**src/rtl/bssd_pkg.sv**
```systemverilog
`timescale 1ns / 1ps
`default_nettype none

package bssd_pkg;

	localparam int unsigned ByteW = 8;
	localparam int unsigned CntW  = 3;
	localparam int unsigned IdxW  = 2;

	typedef logic [ByteW-1:0] byte_t;

	// configuration register indexes
	typedef enum logic [IdxW-1:0] {
		REG_FLAG     = 2'd0,
		REG_ESCAPE   = 2'd1,
		REG_ESC_FLAG = 2'd2,
		REG_ESC_ESC  = 2'd3
	} reg_idx_t;

	localparam byte_t FLAG_RST     = 8'd192;
	localparam byte_t ESCAPE_RST   = 8'd219;
	localparam byte_t ESC_FLAG_RST = 8'd220;
	localparam byte_t ESC_ESC_RST  = 8'd221;

endpackage

`default_nettype wire

```
**src/rtl/bit_serial_slip_deframer_core.sv**
```systemverilog
// A line bit accepted into the input stage register is decoded when that stage fires
// (output free or unstalled); any word it completes is registered at that firing edge.
// Throughput: one bit per cycle unless the output stalls, set by the combinational
// compare and shift logic between the input stage register and the output register.
// Reset (arst_n low): hunting, nothing pending, both stages empty, codes at defaults.
`timescale 1ns / 1ps
`default_nettype none

module bit_serial_slip_deframer_core
	import bssd_pkg::*;
(
	input  wire logic            clk,
	input  wire logic            arst_n,
	input  wire logic            cfg_we,
	input  wire logic [IdxW-1:0] cfg_index,
	input  wire logic [ByteW-1:0] cfg_data,
	input  wire logic            in_valid,
	output logic                 in_stall,
	input  wire logic            rx_bit,
	output logic                 out_valid,
	input  wire logic            out_stall,
	output logic [ByteW-1:0]     data_byte,
	output logic                 last_byte,
	output logic                 empty_frame
);

	byte_t flag_q, escape_q, esc_flag_q, esc_esc_q;

	byte_t           shift_q, pend_q, prev_q;
	logic [CntW-1:0] cnt_q;
	logic            in_frame_q, pend_valid_q;

	logic rx_bit_s1, valid_s1;

	logic            adv, fire, accept;
	byte_t           sh, shift_n, pend_n, prev_n;
	logic [CntW-1:0] cnt_n;
	logic            in_frame_n, pend_valid_n;
	logic            res_valid, res_last, res_empty;
	byte_t           res_data;

	logic [ByteW-1:0] data_q;
	logic             last_q, empty_q, out_valid_q;

	assign adv      = !out_valid_q || !out_stall;
	assign fire     = valid_s1 && adv;
	assign in_stall = valid_s1 && !adv;
	assign accept   = in_valid && !in_stall;

	always_ff @(posedge clk or negedge arst_n) begin
		if (!arst_n) begin
			flag_q     <= FLAG_RST;
			escape_q   <= ESCAPE_RST;
			esc_flag_q <= ESC_FLAG_RST;
			esc_esc_q  <= ESC_ESC_RST;
		end else if (cfg_we) begin
			case (reg_idx_t'(cfg_index))
				REG_FLAG:     flag_q     <= cfg_data;
				REG_ESCAPE:   escape_q   <= cfg_data;
				REG_ESC_FLAG: esc_flag_q <= cfg_data;
				REG_ESC_ESC:  esc_esc_q  <= cfg_data;
				default: ;
			endcase
		end
	end

	// input stage: hold the bit while the output side is blocked
	always_ff @(posedge clk or negedge arst_n) begin
		if (!arst_n) begin
			valid_s1 <= 1'b0;
		end else begin
			valid_s1 <= accept || (valid_s1 && !adv);
		end
	end

	always_ff @(posedge clk) begin
		if (accept) begin
			rx_bit_s1 <= rx_bit;
		end
	end

	always_comb begin
		sh           = {shift_q[ByteW-2:0], rx_bit_s1};
		shift_n      = sh;
		cnt_n        = cnt_q;
		in_frame_n   = in_frame_q;
		pend_n       = pend_q;
		pend_valid_n = pend_valid_q;
		prev_n       = prev_q;
		res_valid    = 1'b0;
		res_data     = pend_q;
		res_last     = 1'b0;
		res_empty    = 1'b0;
		if (!in_frame_q) begin
			if (sh == flag_q) begin
				in_frame_n   = 1'b1;
				cnt_n        = '0;
				shift_n      = '0;
				prev_n       = '0;
				pend_valid_n = 1'b0;
			end
		end else begin
			cnt_n = cnt_q + 1'b1;
			if (cnt_n == '0) begin
				if (sh == flag_q) begin
					// close the frame, return to hunting
					res_valid    = 1'b1;
					res_last     = 1'b1;
					res_empty    = !pend_valid_q;
					res_data     = pend_valid_q ? pend_q : '0;
					in_frame_n   = 1'b0;
					pend_valid_n = 1'b0;
				end else if (pend_valid_q && prev_q == escape_q &&
						(sh == esc_flag_q || sh == esc_esc_q)) begin
					pend_n = (sh == esc_flag_q) ? flag_q : escape_q;
					prev_n = sh;
				end else begin
					res_valid    = pend_valid_q;
					pend_n       = sh;
					pend_valid_n = 1'b1;
					prev_n       = sh;
				end
			end
		end
	end

	always_ff @(posedge clk or negedge arst_n) begin
		if (!arst_n) begin
			shift_q      <= '0;
			cnt_q        <= '0;
			in_frame_q   <= 1'b0;
			pend_q       <= '0;
			pend_valid_q <= 1'b0;
			prev_q       <= '0;
		end else if (fire) begin
			shift_q      <= shift_n;
			cnt_q        <= cnt_n;
			in_frame_q   <= in_frame_n;
			pend_q       <= pend_n;
			pend_valid_q <= pend_valid_n;
			prev_q       <= prev_n;
		end
	end

	always_ff @(posedge clk or negedge arst_n) begin
		if (!arst_n) begin
			out_valid_q <= 1'b0;
		end else begin
			out_valid_q <= (fire && res_valid) || (out_valid_q && out_stall);
		end
	end

	always_ff @(posedge clk) begin
		if (fire && res_valid) begin
			data_q  <= res_data;
			last_q  <= res_last;
			empty_q <= res_empty;
		end
	end

	assign out_valid   = out_valid_q;
	assign data_byte   = data_q;
	assign last_byte   = last_q;
	assign empty_frame = empty_q;

	a_empty_form: assert property (@(posedge clk) disable iff (!arst_n)
		out_valid_q && empty_q |-> last_q && data_q == '0)
		else $error("empty frame word not closing or not zero");

	a_word_boundary: assert property (@(posedge clk) disable iff (!arst_n)
		fire && res_valid |-> in_frame_q && cnt_q == 3'd7)
		else $error("result outside a byte boundary");

	a_pend_in_frame: assert property (@(posedge clk) disable iff (!arst_n)
		pend_valid_q |-> in_frame_q)
		else $error("byte pending while hunting");

	a_stall_cause: assert property (@(posedge clk) disable iff (!arst_n)
		in_stall |-> valid_s1 && out_valid_q && out_stall)
		else $error("input stalled with no blocked output");

endmodule

`default_nettype wire
```
**config.mk**
```make
export PLATFORM = sky130hd
export DESIGN_NAME = bit_serial_slip_deframer_core
export DESIGN_NICKNAME = d
export VERILOG_FILES = /design/src/rtl/bssd_pkg.sv /design/src/rtl/bit_serial_slip_deframer_core.sv
export SDC_FILE = /design/constraint.sdc
export NUM_CORES = 1
export LEC_CHECK = 0
export ABC_AREA = 1
export BUFFER_PORTS_ARGS = -buffer_cell sky130_fd_sc_hd__buf_2
export CAP_MARGIN = 20
export CORE_MARGIN = 3
export CORE_UTILIZATION = 60
export CTS_CLUSTER_DIAMETER = 60
export DETAILED_ROUTE_END_ITERATION = 10
export HOLD_SLACK_MARGIN = 0.15
export PLACE_DENSITY = 0.78
export SETUP_SLACK_MARGIN = 0.4
export SYNTH_ARGS = -nofsm -noshare
export SYNTH_HDL_FRONTEND = slang
export SYNTH_SLANG_ARGS = --single-unit
```
**constraint.sdc**
```tcl
create_clock -name clk -period 5.3 [get_ports clk]
set_clock_uncertainty 0.05 [all_clocks]
set_input_delay 1.06 -clock clk [delete_from_list [all_inputs] [get_ports clk]]
set_output_delay 1.06 -clock clk [all_outputs]
set_load 0.02 [all_outputs]
```
* Word-level counts from Yosys, hierarchy flattened
Index checks and enable logic that the tools add are counted.
Storage, ports and cells: word-level logic and storage cells 84, output and inout port bits 12, register bits 73
Operators by class: mux-type cells 27, equality and inequality tests 10, bitwise gates (word level) 1, reduce and logical (&&, ||, !) cells 29, $add $sub $neg 1
Operators with widths (count):
- two-way mux 8 bit | 10
- equality test 8 bit | 4
- two-way mux 7 bit | 2
- two-way mux 1 bit | 13
- AND reduction 2 bit | 6
- AND reduction 4 bit | 3
- logical AND 1 bit | 7
- two-way mux 3 bit | 2
- logical NOT 1 bit | 5
- equality test 2 bit, second input constant | 2
- logical OR 1 bit | 4
- adder 3 x 1 -> 3 bit, second input constant | 1
- logical NOT 3 bit | 1
- inequality test 3 bit, second input constant | 1
- AND reduction 3 bit | 1
- equality test 2 x 1 -> 1 bit, second input constant | 1
- logical NOT 2 bit | 1
- inequality test 2 x 1 -> 1 bit, second input constant | 1
- inequality test 2 bit, second input constant | 1
- nonzero test 2 bit | 1
- NOT 1 bit | 1

* Longest topological paths before layout
depth in word-level cells 9, mapped depth 13, mapped depth without buffers 12

* Worst setup path after synthesis
No wires, ideal clock.
path kind input -> output, start input out_stall, end output in_stall, arrival time 1.443 ns, path buffers 0, setup slack 2.747 ns, stages 2, cells stage by stage nand2_1 -> nor2_1
On the way: longest elaborated chain between the ends 4
RTL lines:
- start: declaration | line bit_serial_slip_deframer_core.sv:21 | input wire logic out_stall,
- logical NOT 1 bit | line bit_serial_slip_deframer_core.sv:45 | assign adv = !out_valid_q || !out_stall;
- logical OR 1 bit | line bit_serial_slip_deframer_core.sv:45
- logical NOT 1 bit | line bit_serial_slip_deframer_core.sv:47 | assign in_stall = valid_s1 && !adv;
- logical AND 1 bit | line bit_serial_slip_deframer_core.sv:47
- end: declaration | line bit_serial_slip_deframer_core.sv:18 | output logic in_stall,
Every way passes these cells.

* Final worst setup path
Same ends and word-level chain as after synthesis.

==> report_table.html <==
<table>
<tr><th>Metric</th><th>Value</th></tr>
<tr><th colspan="2">Power</th></tr>
<tr><td>Worst vdd rail ir drop</td><td>0.000216 V</td></tr>
<tr><td>Leakage power figure</td><td>2.19 nW</td></tr>
<tr><td>Power per Cell Area</td><td>354 mW/mm^2</td></tr>
<tr><th colspan="2">Timing</th></tr>
<tr><td>Post-layout worst setup margin</td><td>2680 ps</td></tr>
<tr><td>RSZ-0062 raised after global routing</td><td>false</td></tr>
<tr><td>Total Neg Setup Slack</td><td>0 ps</td></tr>
<tr><td>Setup violation total in the final timing report</td><td>0</td></tr>
<tr><td>Slew margin rel.</td><td>48.9%</td></tr>
<tr><td>Share of the clock period used by the worst path after layout</td><td>49.5%</td></tr>
<tr><td>Final hold violation count</td><td>0</td></tr>
<tr><td>Fin Hold WS</td><td>430 ps</td></tr>
<tr><td>Shortest period the worst path allows</td><td>2620 ps</td></tr>
<tr><td>Fin. max-slew vios</td><td>0</td></tr>
<tr><td>Transition time at the pin with the least slew margin</td><td>766 ps</td></tr>
<tr><td>Highest Clock Rate</td><td>0.381 GHz</td></tr>
<tr><th colspan="2">Global route</th></tr>
<tr><td>Maximum number of pins on one net before global-route repair</td><td>63</td></tr>
<tr><td>Vias in the first global route</td><td>2919</td></tr>
<tr><td>Initial antenna violation count</td><td>0</td></tr>
<tr><td>Global route total overflow</td><td>0</td></tr>
<tr><td>Global-route usage over all layers</td><td>24.9%</td></tr>
<tr><td>First-pass GRT wire length</td><td>14100 um</td></tr>
<tr><th colspan="2">Clocking</th></tr>
<tr><td># Post-CTS Setup Buffers</td><td>0</td></tr>
<tr><td>Clock-pin transition on the worst setup and hold timing paths</td><td>70 ps</td></tr>
<tr><td>TritonCTS clock tree</td><td>done</td></tr>
<tr><td>Root buffer cell</td><td>clkbuf_8</td></tr>
<tr><td>Maximum clock insertion buffer count</td><td>2</td></tr>
<tr><td>Total clock sinks</td><td>73</td></tr>
<tr><td>Clock latency at the later pin of the worst-skew pair</td><td>340 ps</td></tr>
<tr><td>Resized Gates After CTS</td><td>0</td></tr>
<tr><td># H-tree levels</td><td>3</td></tr>
<tr><td>TritonCTS Buffers</td><td>9</td></tr>
<tr><td>Count of hold-fix buffers inserted at cts</td><td>0</td></tr>
<tr><th colspan="2">Place</th></tr>
<tr><td>Total half-perimeter wirelength after legalization and detailed placement</td><td>5850 um</td></tr>
<tr><td>Count of port buffers added during placement</td><td>27</td></tr>
<tr><td>Cell count after placement</td><td>565</td></tr>
<tr><td>Worst slack at placement</td><td>2580 ps</td></tr>
<tr><td>Placed instance area</td><td>0.00391 mm^2</td></tr>
<tr><td>GPL Wtd Cong</td><td>0.917</td></tr>
<tr><th colspan="2">Route</th></tr>
<tr><td>Number of vias per cell after detailed routing</td><td>5.22</td></tr>
<tr><td>Number of nets with antenna violations after routing</td><td>0</td></tr>
<tr><td>Routed vias</td><td>3034</td></tr>
<tr><td>Detailed Route Iter0 Violations</td><td>302</td></tr>
<tr><td>Routed length per instance</td><td>13.6 um</td></tr>
<tr><td>Total wirelength of the detailed-routed design</td><td>7900 um</td></tr>
<tr><td>Drc violations</td><td>0</td></tr>
<tr><td>Number of iterations in the first detailed-routing pass</td><td>6</td></tr>
<tr><th colspan="2">Finish</th></tr>
<tr><td>Final design instance area without fill</td><td>0.00408 mm^2</td></tr>
<tr><td>Final cell count without fillers</td><td>581</td></tr>
<tr><td>Synth-to-Final Area Change</td><td>9.08%</td></tr>
<tr><td>Share of post-route cells with drive strength above 1</td><td>18.4%</td></tr>
<tr><td>Antenna Cells</td><td>0</td></tr>
<tr><td>Total Nets Final</td><td>519</td></tr>
<tr><td>Filler cell count</td><td>493</td></tr>
<tr><th colspan="2">Worst setup path</th></tr>
<tr><td>Cells on worst reg2reg path</td><td>11</td></tr>
<tr><td>CP Class</td><td>in2out</td></tr>
<tr><td>Reg-to-Reg Start</td><td>escape_q[3]</td></tr>
<tr><td>Arr. time, crit path</td><td>1510 ps</td></tr>
<tr><td>Worst Path Required</td><td>4190 ps</td></tr>
<tr><td>Capture instance of the worst register-to-register path</td><td>data_byte[5]</td></tr>
<tr><td>Worst-path maximum fanout</td><td>4</td></tr>
<tr><td>R2R setup slack</td><td>3000 ps</td></tr>
<tr><td>Setup crit start kind</td><td>input port</td></tr>
<tr><td>Kind of end point of the critical path</td><td>output port</td></tr>
<tr><th colspan="2">Synthesis</th></tr>
<tr><td>Total of flip-flops plus latches after synthesis</td><td>73</td></tr>
<tr><td>Proportion of netlist area held by the largest area contributor</td><td>28.8%</td></tr>
<tr><td>Number of distinct library cell variants in the gate-level netlist after synthesis</td><td>28</td></tr>
<tr><td>Most area-consuming cells after synthesis</td><td>dfrtp_1 29%, nand2_1 19%, dfstp_2 13%</td></tr>
<tr><td>Cell with the most instances after synthesis</td><td>nand2_1</td></tr>
<tr><td>Most used flip-flop cell after synthesis</td><td>dfrtp_1</td></tr>
<tr><td>Warnings, synthesis</td><td>0</td></tr>
<tr><td>Async set-or-reset flop fraction in the synthesized netlist</td><td>84.9%</td></tr>
<tr><td>Synthesized instance count</td><td>472</td></tr>
<tr><td>Number of enable flip-flop cells after synthesis</td><td>11</td></tr>
<tr><td>Top post-synthesis cells by count</td><td>187 x nand2_1, 53 x inv_1, 44 x o21ai_0</td></tr>
<tr><td>Seq/Total Area, Yosys</td><td>51.0%</td></tr>
<tr><td>Synthesized area</td><td>0.00374 mm^2</td></tr>
<tr><td>Syn Nets</td><td>490</td></tr>
<tr><td>Mapped Avg Cell Area</td><td>7.92 um^2</td></tr>
<tr><td>Top cell type by total area after synthesis</td><td>dfrtp_1</td></tr>
<tr><th colspan="2">Min path</th></tr>
<tr><td>Worst hold path class</td><td>reg2reg</td></tr>
<tr><td>Hold EP</td><td>prev_q[4]</td></tr>
<tr><td>Hold Path Origin</td><td>prev_q[4]</td></tr>
<tr><td>Count of cells along the worst hold path</td><td>2</td></tr>
<tr><th colspan="2">Floorplanning</th></tr>
<tr><td>Count of standard-cell rows</td><td>28</td></tr>
<tr><td>Initial standard-cell utilization of the core</td><td>62.4%</td></tr>
<tr><td>Num ports</td><td>28</td></tr>
<tr><td>Core area</td><td>0.00599 mm^2</td></tr>
<tr><td>Die outline width</td><td>84.9 um</td></tr>
<tr><td>Die outline height</td><td>84.9 um</td></tr>
<tr><td>Die footprint</td><td>0.00721 mm^2</td></tr>
<tr><th colspan="2">Outcome</th></tr>
<tr><td>Outcome</td><td>finished, final reports clean</td></tr>
<tr><th colspan="2">Job</th></tr>
<tr><td>Count of max-cap constraint violations</td><td>0</td></tr>
</table>
==> per-layer routing <==
metal / global-route usage [%] / vias to the layer above / share of wire, %
li1: - / 1523 / -
met1: 35.1 / 1395 / 46
met2: 38.1 / 103 / 46
met3: 6.02 / 13 / 6.5
met4: 8.49 / 0 / 1.8
met5: 0 / - / 0
==> registers in the layout, summed over array words and instances, names as in the netlist, 3 cells and up <==
name	count
cnt_q	3
data_byte	8
esc_esc_q	8
esc_flag_q	8
escape_q	8
flag_q	8
pend_q	8
prev_q	8
shift_q	7
==> how the worst max path moves through the flow <==
| stage | from | endpoint | slack, ps | cells past startpoint |
|---|---|---|---|---|
| after floorplan | out_stall | in_stall | 2750 | 2 |
| after global placement | out_stall | data_byte[0] | 2660 | 8 |
| after detailed placement | out_stall | data_byte[0] | 2580 | 8 |
| after CTS | out_stall | in_stall | 2670 | 4 |
| after global routing | out_stall | in_stall | 2610 | 4 |
| final | out_stall | in_stall | 2680 | 4 |
==> report_power, final <==
part,internal [mW],switching (mW)
logic,0.117,0.204
clock network,0.168,0.206
registers,0.670,0.0777
total,0.955,0.487
==> cell type report <==
| class | count | area [um^2] | area share (%) |
|---|---|---|---|
| Clock inverter | 6 | 35.0 | 0.860 |
| Clock buffer | 10 | 128 | 3.13 |
| Sequential cell | 73 | 1910 | 46.8 |
| Tap cell | 75 | 93.8 | 2.30 |
| Timing Repair Buffer | 28 | 143 | 3.50 |
| Multi-Input combinational cell | 325 | 1530 | 37.4 |
| Inverter | 64 | 245 | 6.02 |
==> metrics by stage <==
stage               util [%]  power, mW
floorplan                  -      0.985
global placement        65.3       1.06
detailed placement      65.3       1.07
CTS                     68.0       1.45
global route            68.0       1.54
finish                  68.0       1.44
==> cell usage in the layout, fill, tap and decap left out, types with 2 or more instances in the layout <==
cell type,count
clkinv_2,3
clkbuf_8,9
or2_2,3
dfstp_2,19
inv_4,2
o21ai_0,44
buf_2,27
nor2_1,15
inv_2,9
edfxtp_1,11
ha_1,2
xnor2_1,12
inv_1,53
nor2_2,7
nand2_1,187
dfrtp_1,43
nand3_2,2
nand2_4,4
nand2_2,2
a21oi_1,2
nand3_1,38
==> logic make-up after synthesis <==
group                      after synthesis  synth area share (%)
buffers and inverters                   74                  8.17
adders and majority gates                2                 0.670
AOI/OAI and AO/OA                       49                  6.66
and+or+nand+nor                        262                  30.7
DFF                                     73                  51.0
xor gates and xnor gates                12                  2.81
==> worst max-delay path, cell delays in order <==
cell and delay (ps):
buf_2 70, nand2_1 90, nor2_1 120, buf_2 170
Power figures use the tool's default switching activity.
